$ cat config.mk
export PLATFORM = sky130hd
export DESIGN_NAME = oebb_clamp
export DESIGN_NICKNAME = d
export VERILOG_FILES = /design/src/rtl/oebb_pkg.sv /design/src/rtl/oebb_clamp.sv
export SDC_FILE = /design/constraint.sdc
export NUM_CORES = 1
export LEC_CHECK = 0
export ABC_CLOCK_PERIOD_IN_PS = 4300
export BUFFER_PORTS_ARGS = -buffer_cell sky130_fd_sc_hd__buf_2
export CELL_PAD_IN_SITES_DETAIL_PLACEMENT = 2
export CELL_PAD_IN_SITES_GLOBAL_PLACEMENT = 2
export CORE_MARGIN = 5
export CORE_UTILIZATION = 32
export CTS_CLUSTER_DIAMETER = 30
export DETAILED_ROUTE_END_ITERATION = 7
export PLACE_DENSITY = 0.8
export SYNTH_ARGS = -nofsm -noshare
export SYNTH_HDL_FRONTEND = slang
export SYNTH_SLANG_ARGS = --single-unit
$ cat constraint.sdc
create_clock -name clk -period 4.3 [get_ports clk]
set_input_delay 0.215 -clock clk [delete_from_list [all_inputs] [get_ports clk]]
set_output_delay 0.215 -clock clk [all_outputs]
set_load 0.01 [all_outputs]
$ cat src/rtl/oebb_pkg.sv
// shared types and fixed widths for the ellipsoid bounding box pipeline
package oebb_pkg;

    // fixed field widths
    localparam int RAD_W      = 31;
    localparam int ROT_W      = 16;
    localparam int ROT_FRAC   = 14;
    localparam int ROW_W      = 3 * ROT_W;
    localparam int MAG_W      = 16;
    localparam int PROD_W     = MAG_W + RAD_W;
    localparam int FLR_W      = PROD_W - ROT_FRAC;
    localparam int MARGIN_W   = 16;
    localparam logic [MARGIN_W-1:0] MARGIN_RESET = 16'd7;

    // per-stage load enables handed to each axis lane
    typedef struct packed {
        logic mul;
        logic split;
        logic sum;
    } oebb_adv_t;

endpackage

$ cat src/rtl/oebb_clamp.sv
// margin add and saturation into the output register
module oebb_clamp
    import oebb_pkg::*;
#(
    parameter int COORD_WIDTH = 32,
    parameter int SUM_W       = 37
)
(
    input  logic                                clk,
    input  logic                                en,
    input  logic [MARGIN_W-1:0]                 margin,
    input  logic [2:0][SUM_W-1:0]               lo,
    input  logic [2:0][SUM_W-1:0]               hi,
    output logic [5:0][COORD_WIDTH-1:0]         bound
);

    logic [5:0][COORD_WIDTH-1:0] bound_reg, bound_next;
    logic [5:0][SUM_W-1:0]       wide;
    logic [SUM_W-1:0]            margin_ext;

    // widen margin, apply it and clamp each bound to the coordinate range
    always_comb
    begin
        margin_ext = {{(SUM_W-MARGIN_W){1'b0}}, margin};
        for (int i = 0; i < 3; i++)
        begin
            wide[i]     = lo[i] - margin_ext;
            wide[3 + i] = hi[i] + margin_ext;
        end
        for (int k = 0; k < 6; k++)
        begin
            if ((&wide[k][SUM_W-1:COORD_WIDTH-1]) || !(|wide[k][SUM_W-1:COORD_WIDTH-1]))
            begin
                bound_next[k] = wide[k][COORD_WIDTH-1:0];
            end
            else if (wide[k][SUM_W-1])
            begin
                bound_next[k] = {1'b1, {(COORD_WIDTH-1){1'b0}}};
            end
            else
            begin
                bound_next[k] = {1'b0, {(COORD_WIDTH-1){1'b1}}};
            end
        end
    end

    // output register
    always_ff @(posedge clk)
    begin
        if (en)
        begin
            bound_reg <= bound_next;
        end
    end

    assign bound = bound_reg;

endmodule

==> reports/metrics.cfg <==
[global_routing]
antenna_found_initial = 20
grt_pass1_vias = 15300
grt_use_total = 0.234
grt_max_degree = 79
grt_pass1_wl_um = 90400
grt_overflow = 0

[logic_synthesis]
async_flop_share = 0
syn_nets = 1851
ys_ff_latch = 192
synth.largest_area_cell = edfxtp_1
synth_cells = 1509
yosysTopAreaCellShare = 0.400
ys_warn_count = 0
avgSynthCellArea_sq_um = 9.56
ys_seq_area_frac = 0.400
synth_ff_type = edfxtp_1
synth_area_leaders = edfxtp_1 (40%), ha_1 (8.3%), o21ai_0 (6.6%)
synth_edf_count = 192
synth_cell_types = 76
synth_area_sq_mm = 0.0144

[worst_setup_path]
slowest_delay_ns = 0.68
path_delay_family = compound AO/OA/AOI/OAI gates
cp_data_arrival_time_ns = 3.78
crit_chain = buf_2 -> ha_1 -> inv_1 -> fa_1 -> nand2b_1 -> a21oi_1 -> o21ai_0 -> o21ai_0 -> o211ai_1 -> nor3_1 -> a21oi_1 -> o21ai_2 -> buf_4 -> a21oi_1
crit_top_cell = a21oi_1
startpoint_type = input pin
cp.depth = 14
critPathCaptureType = flip-flop
cp_slowest_cell = o21ai_2
timing_worst_setup_path_type = input pin to flip-flop
cp_data_required_time_ns = 4.54
path_buf_inv = 3
crit_fanout = 21

[timing]
period_share = 0.822
tightest_slew_ns = 0.873
setup_tns_ns = 0
max_slew_margin = 0.418
rsz0062_at_grt = no
setup_viol = 0
finalCriticalPeriod_ns = 3.54
drv_slew = 0
hold_viol = 0
max_freq_mhz = 283

[run_status]
status = complete, no violations

[route]
vias_per_cell = 5.37
wl_per_cell_um = 23.4
vias = 13700
drtIter0Drc = 680
ant_nets = 0
drc = 0
drtPass1Iterations = 5
routed_wirelength_um = 59500

[clock_tree]
hold_buffers = 0
cts_tree = built
htree_levels = 4
postCtsSetupBuffers = 0
cts.clk_slew.worst_paths_ns = 0.08
cts_buffers = 17
clk_path_buf_depth = 2
cts_resized = 0
clock_sinks = 192
clock-root-buffer = clkbuf_16

[die]
row_count = 77
die_area_sq_mm = 0.0494
initial_core_util = 0.325
io_pins = 432
die_h_um = 222
die_x_um = 222
core_sq_mm = 0.0444

[cells_and_area]
drive_gt1_frac = 0.270
fillers = 4972
final_area_sq_mm = 0.0180
syn_to_final_growth_pct = 24.7
largest_reg_flops = 192
nNetsFinal = 2272
multi_input_area_sq_mm = 0.00822
ff_latch_area_sq_mm = 0.00577

[hold_path]
hold_depth = 2
min_from = lo[36]
min_to = bound[31]$_DFFE_PP_
hp-class = input pin to flip-flop

[flow_run]
drv_cap = 0

[power]
powerDensity_mw_per_mm2 = 322
ir_worst_vdd_v = 0.000242
p_leak_uw = 0.00730

[placed_design]
place_area_sq_mm = 0.0173
port-buffer-count = 431
dp_hpwl_um = 48000
gp_congestion = 0.867

==> synthesized netlist by cell type, drive strengths merged, types with 3 or more instances <==
library cell and instances:
nand2b 21, or3 21, xor2 91, o21a 19
nand3 38, nor2 83, inv 62, a211oi 19
nor4 11, nand3b 11, clkbuf 41, nor3 38
o2111ai 4, a31oi 17, a221oi 3, o21ai 196
a21oi 133, and2 10, xnor2 91, and3 25
o22ai 3, a211o 4, o211ai 14, a41oi 3
or2 5, fa 6, o21bai 12, nand4 23
or4 8, o2111a 3, a311oi 3, buf 15
o31ai 12, a21o 34, ha 96, nand2 88
edfxtp 192, o31a 5, nor2b 9, and4 7
==> layout make-up <==
cell class,instances,share of cell area
clock buffer,18,0.0238
tap,592,0.0412
clock inverter,14,0.0104
inverter,62,0.0129
antenna,13,0.00181
multi-input combinational,1199,0.456
sequential,192,0.320
timing repair buffer,458,0.133
==> placed cells by master (no fill, tap or decap), types with 23 or more instances in the layout <==
| cell | n |
|---|---|
| a21o_1 | 34 |
| a21oi_1 | 119 |
| and3_1 | 25 |
| buf_2 | 430 |
| buf_4 | 25 |
| edfxtp_1 | 192 |
| ha_1 | 96 |
| inv_1 | 62 |
| nand2_1 | 88 |
| nand3_1 | 37 |
| nand4_1 | 23 |
| nor2_1 | 83 |
| nor3_1 | 37 |
| o21ai_0 | 188 |
| xnor2_1 | 91 |
| xor2_1 | 90 |
==> through the flow <==
| step | util | hold slack, ns | power [uW] | std cells | setup WS (ns) |
|---|---|---|---|---|---|
| after floorplan | - | 0.327 | 3300 | 1509 | 0.810 |
| after global placement | 0.391 | 0.593 | 3990 | 2503 | 0.448 |
| after detailed placement | 0.391 | 0.612 | 4070 | 2503 | 0.280 |
| after CTS | 0.404 | 0.0560 | 5870 | 2535 | 0.809 |
| after global routing | 0.405 | 0.0711 | 6100 | 2544 | 0.450 |
| final | 0.405 | 0.101 | 5800 | 2548 | 0.765 |
==> routing by layer <==
| metal | GRT usage | wire length [um] | vias to the layer above |
|---|---|---|---|
| li1 | - | - | 6509 |
| met1 | 0.284 | 25300 | 6779 |
| met3 | 0.0660 | 3450 | 69 |
| met4 | 0.0650 | 1060 | 16 |
| met2 | 0.410 | 29600 | 319 |
| met5 | 0 | 125 | - |
==> logic make-up (layout without fill, tap and decap cells) <==
logic type | after synthesis | in the layout | synth area share
AO/OA/AOI/OAI | 507 | 507 | 0.216
XOR/XNOR | 182 | 182 | 0.111
adder cells (fa/ha/maj) | 102 | 102 | 0.0916
buffers and inverters | 118 | 552 | 0.0337
other | 0 | 13 | 0
AND/OR/NAND/NOR | 406 | 406 | 0.147
flip-flops | 192 | 192 | 0.400
multiplexers | 2 | 2 | 0.00139
==> how the worst max path moves through the flow <==
| stage | startpoint | slack, ns | to |
|---|---|---|---|
| after floorplan | margin[1] | 0.81 | bound[33]$_DFFE_PP_ |
| after global placement | margin[0] | 0.45 | bound[97]$_DFFE_PP_ |
| after detailed placement | margin[0] | 0.28 | bound[102]$_DFFE_PP_ |
| after CTS | margin[0] | 0.81 | bound[102]$_DFFE_PP_ |
| after global routing | margin[0] | 0.45 | bound[102]$_DFFE_PP_ |
| final | margin[0] | 0.76 | bound[97]$_DFFE_PP_ |
==> where the power goes <==
part / total [uW] / switching (uW) / internal, uW
combinational: 1670 / 1040 / 635
sequential: 2350 / 61.5 / 2290
clock: 1770 / 802 / 971
total: 5800 / 1900 / 3900
Note: power is estimated with default switching activity, not from simulation.
