File: src/rtl/oebb_pkg.sv
// shared types and fixed widths for the ellipsoid bounding box pipeline
package oebb_pkg;

    // fixed field widths
    localparam int RAD_W      = 31;
    localparam int ROT_W      = 16;
    localparam int ROT_FRAC   = 14;
    localparam int ROW_W      = 3 * ROT_W;
    localparam int MAG_W      = 16;
    localparam int PROD_W     = MAG_W + RAD_W;
    localparam int FLR_W      = PROD_W - ROT_FRAC;
    localparam int MARGIN_W   = 16;
    localparam logic [MARGIN_W-1:0] MARGIN_RESET = 16'd7;

    // per-stage load enables handed to each axis lane
    typedef struct packed {
        logic mul;
        logic split;
        logic sum;
    } oebb_adv_t;

endpackage

File: src/rtl/oebb_axis.sv
// one output axis: products, floor and ceiling split, and corner extreme sums
module oebb_axis
    import oebb_pkg::*;
#(
    parameter int COORD_WIDTH = 32,
    parameter int SUM_W       = 37
)
(
    input  logic                          clk,
    input  oebb_adv_t                     adv,
    input  logic signed [COORD_WIDTH-1:0] center,
    input  logic [2:0][RAD_W-1:0]         radius,
    input  logic [2:0][MAG_W-1:0]         rot_mag,
    output logic signed [SUM_W-1:0]       lo,
    output logic signed [SUM_W-1:0]       hi
);

    logic [2:0][PROD_W-1:0]         prod_reg, prod_next;
    logic signed [COORD_WIDTH-1:0]  c2_reg;
    logic [2:0][FLR_W-1:0]          flr_reg, flr_next;
    logic [2:0][FLR_W-1:0]          ceil_reg, ceil_next;
    logic signed [COORD_WIDTH-1:0]  c3_reg;
    logic signed [SUM_W-1:0]        lo_reg, lo_next;
    logic signed [SUM_W-1:0]        hi_reg, hi_next;
    logic signed [SUM_W-1:0]        c_ext;
    logic signed [SUM_W-1:0]        flr_sum;
    logic signed [SUM_W-1:0]        ceil_sum;

    // magnitude products |R| * r, one per column
    always_comb
    begin
        for (int j = 0; j < 3; j++)
        begin
            prod_next[j] = {{(PROD_W-MAG_W){1'b0}}, rot_mag[j]}
                         * {{(PROD_W-RAD_W){1'b0}}, radius[j]};
        end
    end

    // floor and ceiling of each product over 2^14; the larger corner
    // term is the floor, the smaller is minus the ceiling
    always_comb
    begin
        for (int j = 0; j < 3; j++)
        begin
            flr_next[j]  = prod_reg[j][PROD_W-1:ROT_FRAC];
            ceil_next[j] = prod_reg[j][PROD_W-1:ROT_FRAC]
                         + {{(FLR_W-1){1'b0}}, |prod_reg[j][ROT_FRAC-1:0]};
        end
    end

    // extreme corner coordinates along this axis
    always_comb
    begin
        c_ext    = {{(SUM_W-COORD_WIDTH){c3_reg[COORD_WIDTH-1]}}, c3_reg};
        flr_sum  = $signed({{(SUM_W-FLR_W){1'b0}}, flr_reg[0]})
                 + $signed({{(SUM_W-FLR_W){1'b0}}, flr_reg[1]})
                 + $signed({{(SUM_W-FLR_W){1'b0}}, flr_reg[2]});
        ceil_sum = $signed({{(SUM_W-FLR_W){1'b0}}, ceil_reg[0]})
                 + $signed({{(SUM_W-FLR_W){1'b0}}, ceil_reg[1]})
                 + $signed({{(SUM_W-FLR_W){1'b0}}, ceil_reg[2]});
        hi_next  = c_ext + flr_sum;
        lo_next  = c_ext - ceil_sum;
    end

    // stage registers
    always_ff @(posedge clk)
    begin
        if (adv.mul)
        begin
            prod_reg <= prod_next;
            c2_reg   <= center;
        end
        if (adv.split)
        begin
            flr_reg  <= flr_next;
            ceil_reg <= ceil_next;
            c3_reg   <= c2_reg;
        end
        if (adv.sum)
        begin
            lo_reg <= lo_next;
            hi_reg <= hi_next;
        end
    end

    assign lo = lo_reg;
    assign hi = hi_reg;

endmodule

File: config.mk
export PLATFORM = sky130hd
export DESIGN_NAME = oebb_axis
export DESIGN_NICKNAME = d
export VERILOG_FILES = /design/src/rtl/oebb_pkg.sv /design/src/rtl/oebb_axis.sv
export SDC_FILE = /design/constraint.sdc
export NUM_CORES = 2
export LEC_CHECK = 0
export BUFFER_PORTS_ARGS = -buffer_cell sky130_fd_sc_hd__buf_2
export CAP_MARGIN = 5
export CORE_ASPECT_RATIO = 0.8
export CORE_MARGIN = 2
export CORE_UTILIZATION = 59
export CTS_CLUSTER_SIZE = 40
export DETAILED_ROUTE_END_ITERATION = 10
export GPL_TIMING_DRIVEN = 0
export PLACE_DENSITY = 0.75
export SLEW_MARGIN = 30
export SYNTH_ARGS = -nofsm -noshare
export SYNTH_HDL_FRONTEND = slang
export SYNTH_SLANG_ARGS = --single-unit
File: constraint.sdc
create_clock -name clk -period 8.7 [get_ports clk]
set_clock_uncertainty 0.15 [all_clocks]
set_input_delay 2.175 -clock clk [delete_from_list [all_inputs] [get_ports clk]]
set_output_delay 2.175 -clock clk [all_outputs]
set_load 0.05 [all_outputs]
==> out/qor.tcl <==
set qor(grt_pass1_vias) 53500
set qor(core-area_mm2) 0.119
set qor(post_synth_most_frequent_cells) {1344 x sky130_fd_sc_hd__inv_1, 1282 x sky130_fd_sc_hd__fa_1, 1038 x sky130_fd_sc_hd__nand2_1}
set qor(floorplan.initialDensity_pct) 59.6
set qor(busiest_layer) {met1}
set qor(io-pin-count) 251
set qor(cts_inserted_buffers) 48
set qor(outcome) {finished clean}
set qor(timing.hold.worst.class) {flip-flop to flip-flop}
set qor(worst_hold_path.num_cells) 0
set qor(grtUsageTotal_pct) 32.5
set qor(combined_area_of_the_multi_input_logic_cells_mm2) 0.0505
set qor(timing.hold.worst.start) {c2_reg[18]$_DFFE_PP_}
set qor(synth-seq-cells) 477
set qor(worst_slew_pin_slew_ps) 897
set qor(cts-hold-fix-buffers) 0
set qor(finish.net_count) 9435
set qor(final_cell_count_no_fill) 9124
set qor(ff2ff_setup_slack_ps) 2010
set qor(timing.max_slew.rel_slack_pct) 40.2
set qor(reg2reg_end) {lo[32]$_DFFE_PP_}
set qor(yosys_warnings) 0
set qor(gr-total-overflow) 0
set qor(post_synthesis_sequential_area_ratio_pct) 20.2
set qor(die-area_mm2) 0.123
set qor(detailedRoute.firstPassIterationCount) 6
set qor(netlist_area_mm2) 0.0709
set qor(routability_driven_placement_congestion_ratio) 1.05
set qor(final.fill_count) 9733
set qor(worstHoldEndpoint) {c3_reg[18]$_DFFE_PP_}
set qor(timing_hold_violations_final) 0
set qor(timing_max_transition_violations_final) 0
set qor(timing.final.crit_period_ps) 8590
set qor(drt-wirelength-per-cell_um) 21.2
set qor(hpwl_um) 163000
set qor(path_max_fanout) 10
set qor(grt_pass1_wl_um) 305000
set qor(synthesis.instances) 7181
set qor(floorplan.die.height_um) 314
set qor(post-synth-top-count-cell) {sky130_fd_sc_hd__inv_1}
set qor(grt_util_met2_pct) 48.1
set qor(sequential_cell_area_mm2) 0.0143
set qor(std_cell_rows) 113
set qor(synthDominantCellAreaShare_pct) 36.2
set qor(area_delta_synth_final_pct) 7.43
set qor(tritoncts_num_sinks) 477
set qor(setup_violations) 0
set qor(max_cap_violations) 0
set qor(tritoncts) {yes}
set qor(die_width_um) 391
set qor(number_of_cells_on_the_worst_reg_to_reg_path) 21
set qor(routed_wl_um) 194000
set qor(final_period_utilization_pct) 98.7
set qor(synth.top_cells.by_area) {sky130_fd_sc_hd__fa_1 36%, sky130_fd_sc_hd__edfxtp_1 20%, sky130_fd_sc_hd__ha_1 8.8%, sky130_fd_sc_hd__inv_1 7.1%, sky130_fd_sc_hd__and2_1 5.6%}
set qor(cts_root_buf) {sky130_fd_sc_hd__clkbuf_16}
set qor(grt_max_degree) 92
set qor(drt_drc_violations_left) 0
set qor(timing.critical_path.required_ps) 8880
set qor(cts.reportedPaths.clkPinSlew_ps) 60
set qor(global_route.usage.met3_pct) 7.72
set qor(post_synth.cell_area_avg_um2) 9.87
set qor(synth.lib_cells_used.distinct) 71
set qor(worstSetupStartpointType) {input port}
set qor(fmax_mhz) 116
set qor(synthesis.nets) 9139
set qor(dr.first_iter.drc_count) 5006
set qor(synth-edff-count) 477
set qor(worst-setup-path-type) {input port to flip-flop}
set qor(worstPathArrival_ps) 8770
set qor(dr_vias) 52100
set qor(cts-root-to-sink-buffers) 3
set qor(grt_antenna_before_repair) 1
set qor(final_antenna_net_count) 0
set qor(critPathCaptureType) {flip-flop}
set qor(netlist.top_cell.by_area) {sky130_fd_sc_hd__fa_1}
set qor(commonest_register_cell_after_synthesis) {sky130_fd_sc_hd__edfxtp_1}
set qor(cts_max_level) 2
set qor(port_buffers) 250
set qor(postSynth.asyncResetShare_pct) 0
set qor(grt_use_met1_pct) 48.1
set qor(routed_via_density) 5.71
set qor(drive_gt1_share_pct) 6.82
set qor(worst_r2r_startpoint) {ceil_reg[1]$_DFFE_PP_}
set qor(clkLatencyLatePin_ps) 610
set qor(rsz_0062_raised_after_global_routing) {true}
set qor(dp_cells) 9047
==> worst max-delay path, stage by stage <==
cell and delay [ps]:
sky130_fd_sc_hd__buf_2 230, sky130_fd_sc_hd__clkbuf_4 310, sky130_fd_sc_hd__and2_1 170, sky130_fd_sc_hd__fa_1 410, sky130_fd_sc_hd__inv_1 80, sky130_fd_sc_hd__fa_1 430, sky130_fd_sc_hd__fa_1 520, sky130_fd_sc_hd__inv_1 60
sky130_fd_sc_hd__fa_1 520, sky130_fd_sc_hd__fa_1 500, sky130_fd_sc_hd__inv_1 50, sky130_fd_sc_hd__fa_1 470, sky130_fd_sc_hd__inv_1 50, sky130_fd_sc_hd__ha_1 310, sky130_fd_sc_hd__and3_1 220, sky130_fd_sc_hd__a221o_1 410
sky130_fd_sc_hd__a221oi_4 410, sky130_fd_sc_hd__o31ai_4 160, sky130_fd_sc_hd__a221o_1 460, sky130_fd_sc_hd__a21o_1 270, sky130_fd_sc_hd__a31oi_2 280, sky130_fd_sc_hd__o21bai_1 100, sky130_fd_sc_hd__xor2_1 160
==> worst max path at each step <==
stage                                        end  slack [ps]  cells after the start        start
after floorplan           flr_next[59]$_DFFE_PP_         300                     21   radius[42]
after global placement    flr_next[63]$_DFFE_PP_       -1020                     21  rot_mag[17]
after detailed placement  flr_next[63]$_DFFE_PP_       -1110                     21  rot_mag[17]
after CTS                 flr_next[62]$_DFFE_PP_         0.9                     24  rot_mag[28]
after global routing      flr_next[32]$_DFFE_PP_         -40                     23   rot_mag[7]
final                     flr_next[59]$_DFFE_PP_         110                     23   radius[37]
==> placed cells by master (no fill, tap or decap), types with 10 or more instances in the layout <==
cell type                   Yosys  routed
sky130_fd_sc_hd__clkbuf_4       0      19
sky130_fd_sc_hd__inv_1       1344    1344
sky130_fd_sc_hd__nand2_1     1038    1037
sky130_fd_sc_hd__clkinv_1       1      12
sky130_fd_sc_hd__a21o_1       139     139
sky130_fd_sc_hd__clkbuf_16      0      48
sky130_fd_sc_hd__ha_1         499     499
sky130_fd_sc_hd__edfxtp_1     477     477
sky130_fd_sc_hd__clkbuf_1     293     142
sky130_fd_sc_hd__xor2_1       115     115
sky130_fd_sc_hd__o21bai_1      40      40
sky130_fd_sc_hd__and2_1       632     632
sky130_fd_sc_hd__a211oi_1      20      20
sky130_fd_sc_hd__nor3_1        33      33
sky130_fd_sc_hd__clkbuf_2       2     111
sky130_fd_sc_hd__a221oi_1      11      10
sky130_fd_sc_hd__fa_1        1282    1282
sky130_fd_sc_hd__a31oi_1       32      29
sky130_fd_sc_hd__nor4_1        13      13
sky130_fd_sc_hd__nand3_1      100     100
sky130_fd_sc_hd__o21a_1        25      25
sky130_fd_sc_hd__and4_1        10      10
sky130_fd_sc_hd__nor2b_1       31      31
sky130_fd_sc_hd__o31ai_1       10      10
sky130_fd_sc_hd__o211ai_1      23      23
sky130_fd_sc_hd__o21ai_0      127     126
sky130_fd_sc_hd__nor2_1       149     149
sky130_fd_sc_hd__and3_1        53      53
sky130_fd_sc_hd__nand2b_1      23      23
sky130_fd_sc_hd__buf_2          3     262
sky130_fd_sc_hd__a21oi_1      257     254
sky130_fd_sc_hd__xnor2_1      226     226
sky130_fd_sc_hd__nand4_1       54      54
==> per-stage QoR <==
step	TNS (ps)	utilization, %	setup slack [ps]	cell area, um^2	hold WS (ps)
2_1_floorplan	0	-	300	70900	250
3_3_place_gp	-32880	62.3	-1020	74100	255
3_5_place_dp	-37050	62.5	-1110	74300	255
4_1_cts	0	63.8	0.866	75900	268
5_1_grt	-129	64.0	-44.5	76100	277
6_report	0	64.0	112	76100	269
==> cell families (layout without fill, tap and decap cells) <==
logic type	count (synthesis)	count (layout)	synth area share, %
AND/OR/NAND/NOR	2149	2149	14.6
XOR/XNOR	341	341	4.21
adder cells (fa/ha/maj)	1781	1781	45.0
other	0	3	0
buffers and inverters	1643	1973	8.71
flip-flops	477	477	20.2
multiplexers	3	3	0.0424
AO/OA/AOI/OAI	787	787	7.20
==> layer usage <==
metal  up-vias  routed length [um]
met3       326               20800
met5         -                  13
met4         2                6280
met1     26300               83600
li1      23000                   -
met2      2453               83200
==> area by class of cell <==
type,count,area share (%)
inverters,1345,6.63
plain buffers,286,1.74
repair buffers,258,1.90
clock inverters,29,0.353
clock buffers,55,1.61
multi-input cells,5061,66.3
diodes,3,0.00986
well taps,1610,2.65
flip-flops and latches,477,18.8
==> timing repair <==
| action | CTS | global route |
|---|---|---|
| setup endpoints to repair | 34 | 42 |
| resized for setup | 71 | 247 |
| pin swaps | 0 | 5 |
| setup buffers | 0 | 2 |
Power is left out: the tool's default activity adds up to more than one toggle a clock period on the data nets, which glitch-free logic cannot reach.
